==> config.mk <==
export PLATFORM = sky130hd
export DESIGN_NAME = reversible_deque
export DESIGN_NICKNAME = d
export VERILOG_FILES = /design/src/sv/rdq_pkg.sv /design/src/sv/rdq_ram.sv /design/src/sv/rdq_datapath.sv /design/src/sv/rdq_ctrl.sv /design/src/sv/reversible_deque.sv
export SDC_FILE = /design/constraint.sdc
export NUM_CORES = 1
export LEC_CHECK = 0
export ABC_AREA = 1
export BUFFER_PORTS_ARGS = -buffer_cell sky130_fd_sc_hd__buf_2
export CAP_MARGIN = 10
export CORE_AREA = 2 2 263 265
export CTS_BUF_LIST = sky130_fd_sc_hd__clkbuf_16
export DETAILED_ROUTE_END_ITERATION = 16
export DIE_AREA = 0 0 265 267
export PLACE_DENSITY = 0.67
export SLEW_MARGIN = 5
export SYNTH_ARGS = -nofsm -noshare
export SYNTH_HDL_FRONTEND = slang
export SYNTH_HIERARCHICAL = 1
export SYNTH_SLANG_ARGS = --single-unit
==> constraint.sdc <==
create_clock -name clk_i -period 4.7 [get_ports clk_i]
set_clock_uncertainty 0.1 [all_clocks]
set_input_delay 0.705 -clock clk_i [delete_from_list [all_inputs] [get_ports clk_i]]
set_output_delay 0.705 -clock clk_i [all_outputs]
set_load 0.005 [all_outputs]
==> src/sv/rdq_pkg.sv <==
package rdq_pkg;

  // queue geometry
  localparam int unsigned DEPTH   = 16;
  localparam int unsigned ADDR_W  = $clog2(DEPTH);
  localparam int unsigned COUNT_W = $clog2(DEPTH + 1);
  localparam int unsigned SUM_W   = ADDR_W + 1;
  localparam int unsigned DATA_W  = 32;

  // field widths of the stream ports
  localparam int unsigned OPCODE_W    = 3;
  localparam int unsigned ELEM_CNT_W  = 5;
  localparam int unsigned STATUS_W    = 2;
  localparam int unsigned OUT_TDATA_W = 72;

  typedef logic [ADDR_W-1:0]  addr_t;
  typedef logic [COUNT_W-1:0] count_t;
  typedef logic [SUM_W-1:0]   sum_t;
  typedef logic [DATA_W-1:0]  data_t;

  // request opcodes; the two unused codes act as no-op
  typedef enum logic [OPCODE_W-1:0] {
    OP_NONE       = 3'd0,
    OP_PUSH_FRONT = 3'd1,
    OP_PUSH_BACK  = 3'd2,
    OP_POP_FRONT  = 3'd3,
    OP_POP_BACK   = 3'd4,
    OP_REVERSE    = 3'd5
  } op_e;

  // result status codes
  typedef enum logic [STATUS_W-1:0] {
    STAT_OK        = 2'd0,
    STAT_POP_EMPTY = 2'd1,
    STAT_PUSH_FULL = 2'd2
  } status_e;

  // controller states
  typedef enum logic [1:0] {
    S_IDLE,
    S_UPDATE,
    S_FETCH,
    S_LOAD
  } ctrl_state_e;

  // controller to datapath
  typedef struct packed {
    logic load_item;
    logic apply_op;
    logic load_result;
  } dp_cmd_t;

  // datapath to controller
  typedef struct packed {
    logic out_free;
  } dp_status_t;

  // circular add of two indexes that are both below DEPTH
  function automatic addr_t wrap_add(addr_t a, addr_t b);
    sum_t s;
    s = sum_t'(a) + sum_t'(b);
    if (s >= sum_t'(DEPTH)) begin
      s = s - sum_t'(DEPTH);
    end
    return addr_t'(s);
  endfunction

endpackage

==> src/sv/rdq_ram.sv <==
module rdq_ram #(
  parameter int unsigned WIDTH = 32,
  parameter int unsigned DEPTH = 16
) (
  input  logic                     clk_i,
  input  logic                     we_i,
  input  logic [$clog2(DEPTH)-1:0] waddr_i,
  input  logic [WIDTH-1:0]         wdata_i,
  input  logic [$clog2(DEPTH)-1:0] raddr_a_i,
  input  logic [$clog2(DEPTH)-1:0] raddr_b_i,
  output logic [WIDTH-1:0]         rdata_a_o,
  output logic [WIDTH-1:0]         rdata_b_o
);

  logic [WIDTH-1:0] mem_q [DEPTH];

  // one write port
  always_ff @(posedge clk_i) begin
    if (we_i) begin
      mem_q[waddr_i] <= wdata_i;
    end
  end

  // two registered read ports
  always_ff @(posedge clk_i) begin
    rdata_a_o <= mem_q[raddr_a_i];
    rdata_b_o <= mem_q[raddr_b_i];
  end

endmodule

==> src/sv/rdq_datapath.sv <==
module rdq_datapath (
  input  logic                                  clk_i,
  input  logic                                  rst_ni,
  input  rdq_pkg::dp_cmd_t                      cmd_i,
  output rdq_pkg::dp_status_t                   status_o,
  input  logic [rdq_pkg::OPCODE_W-1:0]          opcode_i,
  input  logic signed [rdq_pkg::DATA_W-1:0]     push_value_i,
  output logic                                  out_valid_o,
  input  logic                                  out_ready_i,
  output logic signed [rdq_pkg::DATA_W-1:0]     front_value_o,
  output logic signed [rdq_pkg::DATA_W-1:0]     back_value_o,
  output logic [rdq_pkg::ELEM_CNT_W-1:0]        element_count_o,
  output logic [rdq_pkg::STATUS_W-1:0]          result_status_o
);

  // latched request
  rdq_pkg::op_e     op_q;
  rdq_pkg::data_t   val_q;

  // queue pointers and flag
  rdq_pkg::addr_t   head_q, head_d;
  rdq_pkg::count_t  occ_q, occ_d;
  logic             rev_q, rev_d;
  rdq_pkg::status_e stat_q, stat_d;

  // memory port
  logic             we;
  rdq_pkg::addr_t   waddr;
  rdq_pkg::addr_t   tail_addr;
  rdq_pkg::data_t   head_data, tail_data;

  // output register
  logic             out_valid_q;
  rdq_pkg::data_t   front_q, back_q;
  logic [rdq_pkg::ELEM_CNT_W-1:0] count_q;
  rdq_pkg::status_e res_stat_q;

  // request capture
  always_ff @(posedge clk_i) begin
    if (cmd_i.load_item) begin
      op_q  <= rdq_pkg::op_e'(opcode_i);
      val_q <= rdq_pkg::data_t'(push_value_i);
    end
  end

  // apply the operation to pointers and storage
  always_comb begin
    head_d = head_q;
    occ_d  = occ_q;
    rev_d  = rev_q;
    stat_d = stat_q;
    we     = 1'b0;
    waddr  = head_q;
    if (cmd_i.apply_op) begin
      stat_d = rdq_pkg::STAT_OK;
      case (op_q)
        rdq_pkg::OP_PUSH_FRONT, rdq_pkg::OP_PUSH_BACK: begin
          if (occ_q == rdq_pkg::count_t'(rdq_pkg::DEPTH)) begin
            stat_d = rdq_pkg::STAT_PUSH_FULL;
          end else if ((op_q == rdq_pkg::OP_PUSH_FRONT) != rev_q) begin
            // new element at the physical head
            head_d = (head_q == '0) ? rdq_pkg::addr_t'(rdq_pkg::DEPTH - 1)
                                    : head_q - rdq_pkg::addr_t'(1);
            waddr  = head_d;
            we     = 1'b1;
            occ_d  = occ_q + rdq_pkg::count_t'(1);
          end else begin
            // new element past the physical tail
            waddr = rdq_pkg::wrap_add(head_q, rdq_pkg::addr_t'(occ_q));
            we    = 1'b1;
            occ_d = occ_q + rdq_pkg::count_t'(1);
          end
        end
        rdq_pkg::OP_POP_FRONT, rdq_pkg::OP_POP_BACK: begin
          if (occ_q == '0) begin
            stat_d = rdq_pkg::STAT_POP_EMPTY;
          end else if ((op_q == rdq_pkg::OP_POP_FRONT) != rev_q) begin
            head_d = rdq_pkg::wrap_add(head_q, rdq_pkg::addr_t'(1));
            occ_d  = occ_q - rdq_pkg::count_t'(1);
          end else begin
            occ_d = occ_q - rdq_pkg::count_t'(1);
          end
        end
        rdq_pkg::OP_REVERSE: begin
          rev_d = ~rev_q;
        end
        default: begin
        end
      endcase
    end
  end

  always_ff @(posedge clk_i or negedge rst_ni) begin
    if (!rst_ni) begin
      head_q <= '0;
      occ_q  <= '0;
      rev_q  <= 1'b0;
      stat_q <= rdq_pkg::STAT_OK;
    end else begin
      head_q <= head_d;
      occ_q  <= occ_d;
      rev_q  <= rev_d;
      stat_q <= stat_d;
    end
  end

  // physical tail position, only meaningful when not empty
  assign tail_addr = (occ_q == '0) ? head_q
                   : rdq_pkg::wrap_add(head_q, rdq_pkg::addr_t'(occ_q - rdq_pkg::count_t'(1)));

  rdq_ram #(
    .WIDTH (rdq_pkg::DATA_W),
    .DEPTH (rdq_pkg::DEPTH)
  ) u_storage (
    .clk_i     (clk_i),
    .we_i      (we),
    .waddr_i   (waddr),
    .wdata_i   (val_q),
    .raddr_a_i (head_q),
    .raddr_b_i (tail_addr),
    .rdata_a_o (head_data),
    .rdata_b_o (tail_data)
  );

  // result register, held until taken
  always_ff @(posedge clk_i or negedge rst_ni) begin
    if (!rst_ni) begin
      out_valid_q <= 1'b0;
    end else if (cmd_i.load_result) begin
      out_valid_q <= 1'b1;
    end else if (out_ready_i) begin
      out_valid_q <= 1'b0;
    end
  end

  always_ff @(posedge clk_i) begin
    if (cmd_i.load_result) begin
      if (occ_q == '0) begin
        front_q <= '1;
        back_q  <= '1;
      end else begin
        front_q <= rev_q ? tail_data : head_data;
        back_q  <= rev_q ? head_data : tail_data;
      end
      count_q    <= rdq_pkg::ELEM_CNT_W'(occ_q);
      res_stat_q <= stat_q;
    end
  end

  assign status_o.out_free = ~out_valid_q | out_ready_i;
  assign out_valid_o       = out_valid_q;
  assign front_value_o     = $signed(front_q);
  assign back_value_o      = $signed(back_q);
  assign element_count_o   = count_q;
  assign result_status_o   = res_stat_q;

endmodule

==> src/sv/rdq_ctrl.sv <==
module rdq_ctrl (
  input  logic                clk_i,
  input  logic                rst_ni,
  input  logic                in_valid_i,
  output logic                in_ready_o,
  output rdq_pkg::dp_cmd_t    cmd_o,
  input  rdq_pkg::dp_status_t status_i
);

  rdq_pkg::ctrl_state_e state_q, state_d;

  // state register
  always_ff @(posedge clk_i or negedge rst_ni) begin
    if (!rst_ni) begin
      state_q <= rdq_pkg::S_IDLE;
    end else begin
      state_q <= state_d;
    end
  end

  // next state and commands
  always_comb begin
    state_d    = state_q;
    in_ready_o = 1'b0;
    cmd_o      = '0;
    case (state_q)
      rdq_pkg::S_IDLE: begin
        in_ready_o = 1'b1;
        if (in_valid_i) begin
          cmd_o.load_item = 1'b1;
          state_d         = rdq_pkg::S_UPDATE;
        end
      end
      rdq_pkg::S_UPDATE: begin
        cmd_o.apply_op = 1'b1;
        state_d        = rdq_pkg::S_FETCH;
      end
      rdq_pkg::S_FETCH: begin
        // memory read of head and tail lands at the end of this cycle
        state_d = rdq_pkg::S_LOAD;
      end
      rdq_pkg::S_LOAD: begin
        if (status_i.out_free) begin
          cmd_o.load_result = 1'b1;
          state_d           = rdq_pkg::S_IDLE;
        end
      end
      default: begin
        state_d = rdq_pkg::S_IDLE;
      end
    endcase
  end

endmodule

==> src/sv/reversible_deque.sv <==
// Bounded double-ended queue of signed 32-bit values in a 16-entry circular
// buffer, with a reverse request that swaps the logical front and back in
// constant time. Each request (tuser opcode: none, push front, push back,
// pop front, pop back, reverse) gives one result with the logical front and
// back values (-1 when empty), the element count and a status (ok, pop on
// empty ignored, push on full ignored). One request is handled at a time, in
// order: the accepting cycle, which captures it, the pointer update and
// buffer write, the registered two-port buffer read of head and tail, and the
// load of the output register, after which the result is valid and a new
// request can be taken. The next request is accepted while a result waits to
// be taken; a result not taken stalls the following one in its load step.
module reversible_deque (
  input  logic        clk_i,
  input  logic        rst_ni,
  input  logic        s_axis_tvalid,
  output logic        s_axis_tready,
  input  logic [31:0] s_axis_tdata,   // [31:0] push_value
  input  logic [2:0]  s_axis_tuser,   // [2:0] opcode
  output logic        m_axis_tvalid,
  input  logic        m_axis_tready,
  output logic [71:0] m_axis_tdata,   // [31:0] front_value, [63:32] back_value,
                                      // [68:64] element_count, [71:69] zero
  output logic [1:0]  m_axis_tuser    // [1:0] status
);

  rdq_pkg::dp_cmd_t    cmd;
  rdq_pkg::dp_status_t dp_status;

  logic signed [rdq_pkg::DATA_W-1:0] front_value;
  logic signed [rdq_pkg::DATA_W-1:0] back_value;
  logic [rdq_pkg::ELEM_CNT_W-1:0]    element_count;

  // controller
  rdq_ctrl u_ctrl (
    .clk_i      (clk_i),
    .rst_ni     (rst_ni),
    .in_valid_i (s_axis_tvalid),
    .in_ready_o (s_axis_tready),
    .cmd_o      (cmd),
    .status_i   (dp_status)
  );

  // pointers, storage and result register
  rdq_datapath u_datapath (
    .clk_i           (clk_i),
    .rst_ni          (rst_ni),
    .cmd_i           (cmd),
    .status_o        (dp_status),
    .opcode_i        (s_axis_tuser),
    .push_value_i    ($signed(s_axis_tdata)),
    .out_valid_o     (m_axis_tvalid),
    .out_ready_i     (m_axis_tready),
    .front_value_o   (front_value),
    .back_value_o    (back_value),
    .element_count_o (element_count),
    .result_status_o (m_axis_tuser)
  );

  // result packing
  assign m_axis_tdata = {3'b000, element_count, back_value, front_value};

endmodule

==> results of run 1 <==
==> flip-flops by register name, indices dropped and copies added (netlist names) <==
| register | flops |
|---|---|
| u_datapath/u_storage/mem_q | 512 |
| u_datapath/back_value_o | 32 |
| u_datapath/front_value_o | 32 |
| u_datapath/u_storage/rdata_a_o | 32 |
| u_datapath/u_storage/rdata_b_o | 32 |
| u_datapath/val_q | 32 |
| u_datapath/element_count_o | 5 |
| u_datapath/occ_q | 5 |
| u_datapath/head_q | 4 |
| u_datapath/op_q | 3 |
| u_ctrl/state_q | 2 |
| u_datapath/result_status_o | 2 |
| u_datapath/stat_q | 2 |
| u_datapath/out_valid_o | 1 |
| u_datapath/rev_q | 1 |
==> cells in the mapped netlist, types with 4 or more instances <==
cell type and number:
a21oi_1 5, buf_1 22, buf_2 108, buf_4 22, buf_6 53, clkbuf_1 33, dfrtp_1 15, dfxtp_1 64
edfxtp_1 618, ha_1 14, inv_1 550, inv_2 5, nand2_1 1286, nand2_2 9, nand3_1 984, nor2_1 25
o21ai_0 12, o21ai_1 4, o21ai_2 4, xnor2_1 5, xor2_1 8
==> metrics by stage <==
stage	worst slack, ns	instances	area, um2	hold WS (ns)
2_1_floorplan	1.11	3869	34300	0.309
3_3_place_gp	1.08	4682	35300	0.336
3_5_place_dp	1.05	4682	35300	0.341
5_1_grt	0.710	4824	37800	0.141
6_report	0.868	4824	37800	0.153
4_1_cts	1.02	4824	37800	0.117
==> metal layers <==
metal  track usage (%)  wire length, um  part of all wire, %  up-vias
met5                 0                0                    0        -
met2              44.3            45100                   46     1516
met4              11.6             3430                  3.5        0
li1                  -                -                    -    12600
met1              37.3            39100                   40    12700
met3              4.63            10300                   11      224
==> final timing paths <==
path,from,to,slack [ns],cells past startpoint
min reg2reg,u_datapath/stat_q[1],u_datapath/result_status_o[1],0.35,0
max,u_datapath/occ_q[0],u_datapath/u_storage/rdata_b_o[20],0.87,13
min in group asynchronous,rst_ni,u_datapath/occ_q[2],0.43,2
max reg2reg,u_datapath/occ_q[0],u_datapath/u_storage/rdata_b_o[20],0.87,13
max in group asynchronous,rst_ni,u_datapath/head_q[2],3.77,2
min,s_axis_tdata[31],u_datapath/val_q[31],0.15,1
==> critical path, delay by kind of cell, from the launching register on <==
family,cells,cell delay (ns)
flip-flops,1,0.44
AND/OR/NAND/NOR,8,0.94
buffers and inverters,3,1.46
AO/OA/AOI/OAI,1,0.19
adder cells (fa/ha/maj),1,0.27
==> cell usage in the layout (no fill, tap or decap), drive strengths merged, types with 2 or more instances in the layout <==
master / synthesis / final
nand2: 1295 / 1295
nand3: 985 / 985
edfxtp: 618 / 618
inv: 557 / 575
buf: 207 / 171
clkbuf: 33 / 78
dfxtp: 64 / 64
clkinv: 0 / 32
nor2: 29 / 29
o21ai: 20 / 20
dfrtp: 15 / 15
ha: 14 / 14
bufinv: 0 / 8
xor2: 8 / 8
a21oi: 6 / 6
clkinvlp: 0 / 5
xnor2: 5 / 5
conb: 1 / 3
nand4: 3 / 3
nand3b: 3 / 3
fa: 2 / 2
==> cell type report <==
type | instances | share of cell area, %
tap | 882 | 2.92
inverter | 557 | 5.60
multi-input combinational | 2375 | 28.2
sequential | 697 | 53.5
timing repair buffer | 172 | 3.22
clock inverter | 63 | 1.41
clock buffer | 78 | 5.16
==> cells by family after synthesis <==
family	synth area share (%)
simple gates	29.1
flops	58.9
compound gates	0.452
xor+xnor	0.332
other cells	0.0109
buf+inv	10.6
fa+ha+maj	0.627
==> results.py, run 1 <==
metrics = {
    "run_status": {
        "status": "finished, final reports clean",
    },
    "clocking": {
        "clock_latency_ns": 0.62,
        "cts.sinks": 697,
        "cts_resized": 0,
        "clk_path_buf_depth": 3,
        "cts_tree": "yes",
        "cts_made_buffers": 76,
        "clkTransAtPathRegs_ns": 0.06,
        "hold_buffers": 1,
        "htreeDepth": 3,
        "cts_setup_buffers": 0,
        "cts_root_buf": "clkbuf_16",
    },
    "worst_setup_path": {
        "crit_fanout": 196,
        "crit_arrival_ns": 4.23,
        "cp_slowest_cell": "inv_2",
        "required_ns": 5.10,
        "path_cells": "inv_1 > ha_1 > nand2_1 > nor2_4 > inv_2 > nand2_1 > o21ai_4 > buf_12 > nand2_1 > nand3_1 > nand3_1 > nand3_1 > nand2_1",
        "max_stage_delay_ns": 0.68,
        "start_kind": "flip-flop",
        "cpMostUsedCell": "nand2_1",
        "crit_type": "reg2reg",
        "cp-end-kind": "flip-flop",
    },
    "logic_synthesis": {
        "synth_area_leaders": "edfxtp_1 (54%), nand3_1 (14%), nand2_1 (14%)",
        "syn_area_per_cell_um2": 8.88,
        "netlist_instances": 3867,
        "synth_top_area_share_pct": 54.0,
        "synth_seq_cells": 697,
        "yosysSeqAreaShare_pct": 58.9,
        "synth-main-ff-cell": "edfxtp_1",
        "synth_cell_types": 33,
        "synth_largest_area_cell": "edfxtp_1",
        "ys_warn_count": 6,
        "synth_edf_count": 618,
        "synth.cell_area_um2": 34300,
        "async_reset_ff_share_pct": 2.15,
    },
    "layout": {
        "nFillCells": 5848,
        "n_antenna_cell": 0,
        "drive_above_1_share_pct": 8.55,
        "multi_input_area_um2": 10700,
        "area_growth_syn_to_layout_pct": 10.1,
        "regArea_um2": 20200,
        "final_core_util_pct": 55.6,
        "nets": 3934,
    },
    "die": {
        "row_count": 96,
        "die_x_um": 265,
        "core-area_um2": 68000,
        "fp.dieH_um": 267,
        "die_area_um2": 70800,
        "initial_core_util_pct": 50.5,
        "pin_count": 115,
    },
    "sta": {
        "finalMaxSlewViolations": 0,
        "setup_violations": 0,
        "min_period_over_period_pct": 81.5,
        "fin_crit_ns": 3.83,
        "finalSetupTns_ns": 0,
        "relSlewSlack_pct": 24.0,
        "hold_viol_final": 0,
        "tightest_slew_ns": 1.14,
        "fmax_mhz": 261,
        "rsz0062_at_grt": "false",
    },
    "global_routing": {
        "antenna_found_initial": 1,
        "overflow": 0,
        "grt_max_degree": 197,
        "grt_pass1_vias": 25500,
        "grt_use_total_pct": 27.6,
        "grt_first_pass_wirelength_mm": 149,
    },
    "drt": {
        "dr.pass1.iters": 6,
        "via_per_inst": 5.59,
        "wl_per_cell_um": 20.3,
        "ant_nets": 0,
        "vias": 27000,
        "wl_mm": 97.9,
        "drc": 0,
        "drt_iter0_drc": 3315,
    },
    "flow_run": {
        "drv_cap": 0,
    },
    "place": {
        "numPortBuffers": 111,
        "gp_congestion": 0.857,
        "hpwl_mm": 53.7,
    },
    "hold_path": {
        "hold_path_class": "in2reg",
    },
}
Power of run 1 is left out: the tool's default activity adds up to more than one toggle a clock period on the data nets, which glitch-free logic cannot reach.
==> inputs of run 2 (changes only) <==
Settings changed: ABC_AREA 1 to 0, CORE_AREA 2 2 263 265 to 2 2 245 247, DIE_AREA 0 0 265 267 to 0 0 247 249.
Clock period 4.7 ns to 3.6 ns, I/O delays scaled along.
==> run 2 against run 1 <==
Against the previous run:
- sequential share of layout area rose by 4.9 points
- first-iteration DRC count fell by 53%
- critical path depth fell by 2
- routed wire length fell by 30%
- critical endpoint is now u_datapath/u_storage/mem_q[0][29]
==> results.py, run 2 <==
metrics = {
    "worst_setup_path": {
        "cp-end-kind": "flip-flop",
        "crit_fanout": 10,
        "worstRegToRegCells": 11,
        "start_kind": "flip-flop",
        "crit_arrival_ns": 3.67,
        "required_ns": 3.79,
        "crit_type": "reg2reg",
    },
    "logic_synthesis": {
        "synth.cell_area_um2": 29800,
        "async_reset_ff_share_pct": 2.15,
        "synth_edf_count": 618,
        "synth_seq_cells": 697,
        "ys_warn_count": 6,
        "synth_cell_types": 53,
        "synth-main-ff-cell": "edfxtp_1",
        "synth_top_family_by_area": "multiplexers",
        "synth_top_area_share_pct": 62.2,
        "syn_area_per_cell_um2": 19.1,
        "synth_adder_area_share_pct": 0.721,
        "synth_largest_area_cell": "edfxtp_1",
        "synthXorXnorAreaFrac_pct": 0.465,
        "yosysSeqAreaShare_pct": 67.8,
        "synth.area.mux_share_pct": 21.8,
        "synth_area_leaders": "edfxtp_1 (62%), mux4_2 (19%), dfxtp_1 (4.3%)",
        "synthSimpleGateAreaFrac_pct": 3.08,
        "synth_most_common_cell": "edfxtp_1",
        "ys_top_cells_by_count": "edfxtp_1 (618), mux4_2 (256), nand2_1 (142)",
        "synth_compound_area_share_pct": 4.14,
        "netlist_instances": 1562,
    },
    "layout": {
        "drive_above_1_share_pct": 32.7,
        "n_antenna_cell": 0,
        "stdcell_count": 2575,
        "area_growth_syn_to_layout_pct": 16.1,
        "final_core_util_pct": 59.0,
        "regMostFlops": "u_datapath/u_storage/mem_q",
        "final_common_cell": "edfxtp_1",
        "final_cell_mix": "edfxtp_1 (618), mux4_2 (256), nand2_1 (142), a22oi_1 (129), buf_2 (111)",
        "stdcell_area_um2": 34600,
        "largest_reg_flops": 512,
        "nets": 1798,
    },
    "drt": {
        "via_per_inst": 6.19,
        "ant_nets": 0,
        "drc": 0,
        "wl_per_cell_um": 26.7,
        "vias": 15900,
        "wl_mm": 68.8,
        "drt_iter0_drc": 1560,
        "dr.pass1.iters": 5,
    },
    "power_and_ir_drop": {
        "max-vdd-ir-drop_v": 0.00170,
        "power.internal_mw": 23.3,
        "power.switching_mw": 13.8,
        "power_switching_share_pct": 37.2,
        "seqPwrFrac_pct": 30.1,
        "power_mw": 37.1,
        "leakage_nw": 11.9,
        "p_per_area_nw_per_um2": 1070,
        "p_clk_share_pct": 20.3,
        "comb_power_share_pct": 49.6,
    },
    "global_routing": {
        "grt_max_degree": 75,
        "grt_first_pass_wirelength_mm": 103,
        "antenna_found_initial": 1,
        "overflow": 0,
        "grt_pass1_vias": 16700,
        "grt_use_total_pct": 22.7,
    },
    "run_status": {
        "status": "finished, final reports clean",
    },
    "die": {
        "fp.dieH_um": 249,
        "core-area_um2": 58700,
        "initial_core_util_pct": 50.8,
        "pin_count": 115,
        "die_x_um": 247,
        "die_area_um2": 61500,
        "row_count": 89,
    },
    "place": {
        "numPortBuffers": 111,
        "hpwl_mm": 39.7,
        "dp_slack_ns": 0.0907,
        "dpl.cell_count": 2413,
        "gp_congestion": 0.782,
        "dpl_cell_area_um2": 31900,
    },
    "sta": {
        "min_period_over_period_pct": 96.8,
        "setup_slack_ns": 0.114,
        "setup_violations": 0,
        "relSlewSlack_pct": 27.9,
        "finalMaxSlewViolations": 0,
        "tightest_slew_ns": 1.08,
        "fmax_mhz": 287,
        "rsz0062_at_grt": "true",
        "fin_crit_ns": 3.49,
        "hold_viol_final": 0,
    },
    "clocking": {
        "cts_tree": "yes",
        "cts.sinks": 697,
        "clk_path_buf_depth": 3,
        "clock_latency_ns": 0.60,
        "cts_root_buf": "clkbuf_16",
        "cts_made_buffers": 74,
        "clkTransAtPathRegs_ns": 0.06,
        "htreeDepth": 3,
    },
    "hold_path": {
        "whs_path_depth": 1,
        "hold_path_class": "in2reg",
    },
    "flow_run": {
        "drv_cap": 0,
    },
}
run 2: timing repair:
| action | CTS | global route |
|---|---|---|
| setup buffers | 0 | 2 |
| resized for setup | 0 | 5 |
| setup endpoints to repair | 0 | 333 |
| endpoints found under the hold margin | 38 | 0 |
| hold buffers | 24 | 0 |
run 2: area by class of cell:
| type | count | area, um2 |
|---|---|---|
| flip-flops and latches | 697 | 20200 |
| well taps | 773 | 967 |
| repair buffers | 214 | 1710 |
| clock buffers | 77 | 1930 |
| inverters | 15 | 56.3 |
| multi-input cells | 741 | 9270 |
| clock inverters | 58 | 483 |
| fillers | 4214 | 24000 |
run 2: power groups by stage:
stage	clock network (mW)	logic (mW)	registers (mW)
after CTS	7.67	18.3	11.2
after global placement	0	18.0	11.3
after detailed placement	0	18.2	11.3
final	7.52	18.4	11.2
after global routing	8.02	19.7	11.3
after floorplan	0	12.6	11.1
run 2: worst paths after layout:
path	startpoint	end	slack, ns
min in group asynchronous	rst_ni	u_datapath/occ_q[3]	0.30
max	u_datapath/occ_q[1]	u_datapath/u_storage/mem_q[0][29]	0.11
max in group asynchronous	rst_ni	u_datapath/rev_q	2.79
min	s_axis_tdata[6]	u_datapath/val_q[6]	0.03
max reg2reg	u_datapath/occ_q[1]	u_datapath/u_storage/mem_q[0][29]	0.11
min reg2reg	u_datapath/stat_q[0]	u_datapath/result_status_o[0]	0.36
run 2: kinds of logic (layout without fill, tap and decap cells):
kind of cell,count (synthesis),in the layout
xor+xnor,15,15
flops,697,697
compound gates,169,169
mux,329,329
simple gates,208,209
buf+inv,127,364
fa+ha+maj,16,16
other cells,1,3
run 2: metrics by stage:
stage / setup TNS [ns] / hold slack (ns)
detailed placement: 0 / 0.346
global route: -1.49 / 0.00795
finish: 0 / 0.0254
floorplan: -98.39 / 0.144
CTS: 0 / 0.0000477
global placement: 0 / 0.331
run 2: layer usage:
| metal | track usage (%) | vias to the layer above | share of wire, % | wire [um] |
|---|---|---|---|---|
| met1 | 31.6 | 8360 | 41 | 28200 |
| li1 | - | 6853 | - | - |
| met2 | 37.0 | 625 | 50 | 34200 |
| met4 | 6.99 | 0 | 2.3 | 1580 |
| met5 | 0 | - | 0 | 0 |
| met3 | 3.96 | 95 | 7.1 | 4850 |
run 2: critical path: stages, from the launching register on:
cell and delay (ns):
dfrtp_1 0.43, inv_1 0.12, ha_1 0.25, nor3b_4 0.20
a2111oi_4 0.35, buf_4 0.20, nand2_1 0.06, mux2i_1 0.16
a21oi_1 0.14, or3b_2 0.63, nor3_4 0.27, buf_4 0.26
Power figures use the tool's default switching activity.
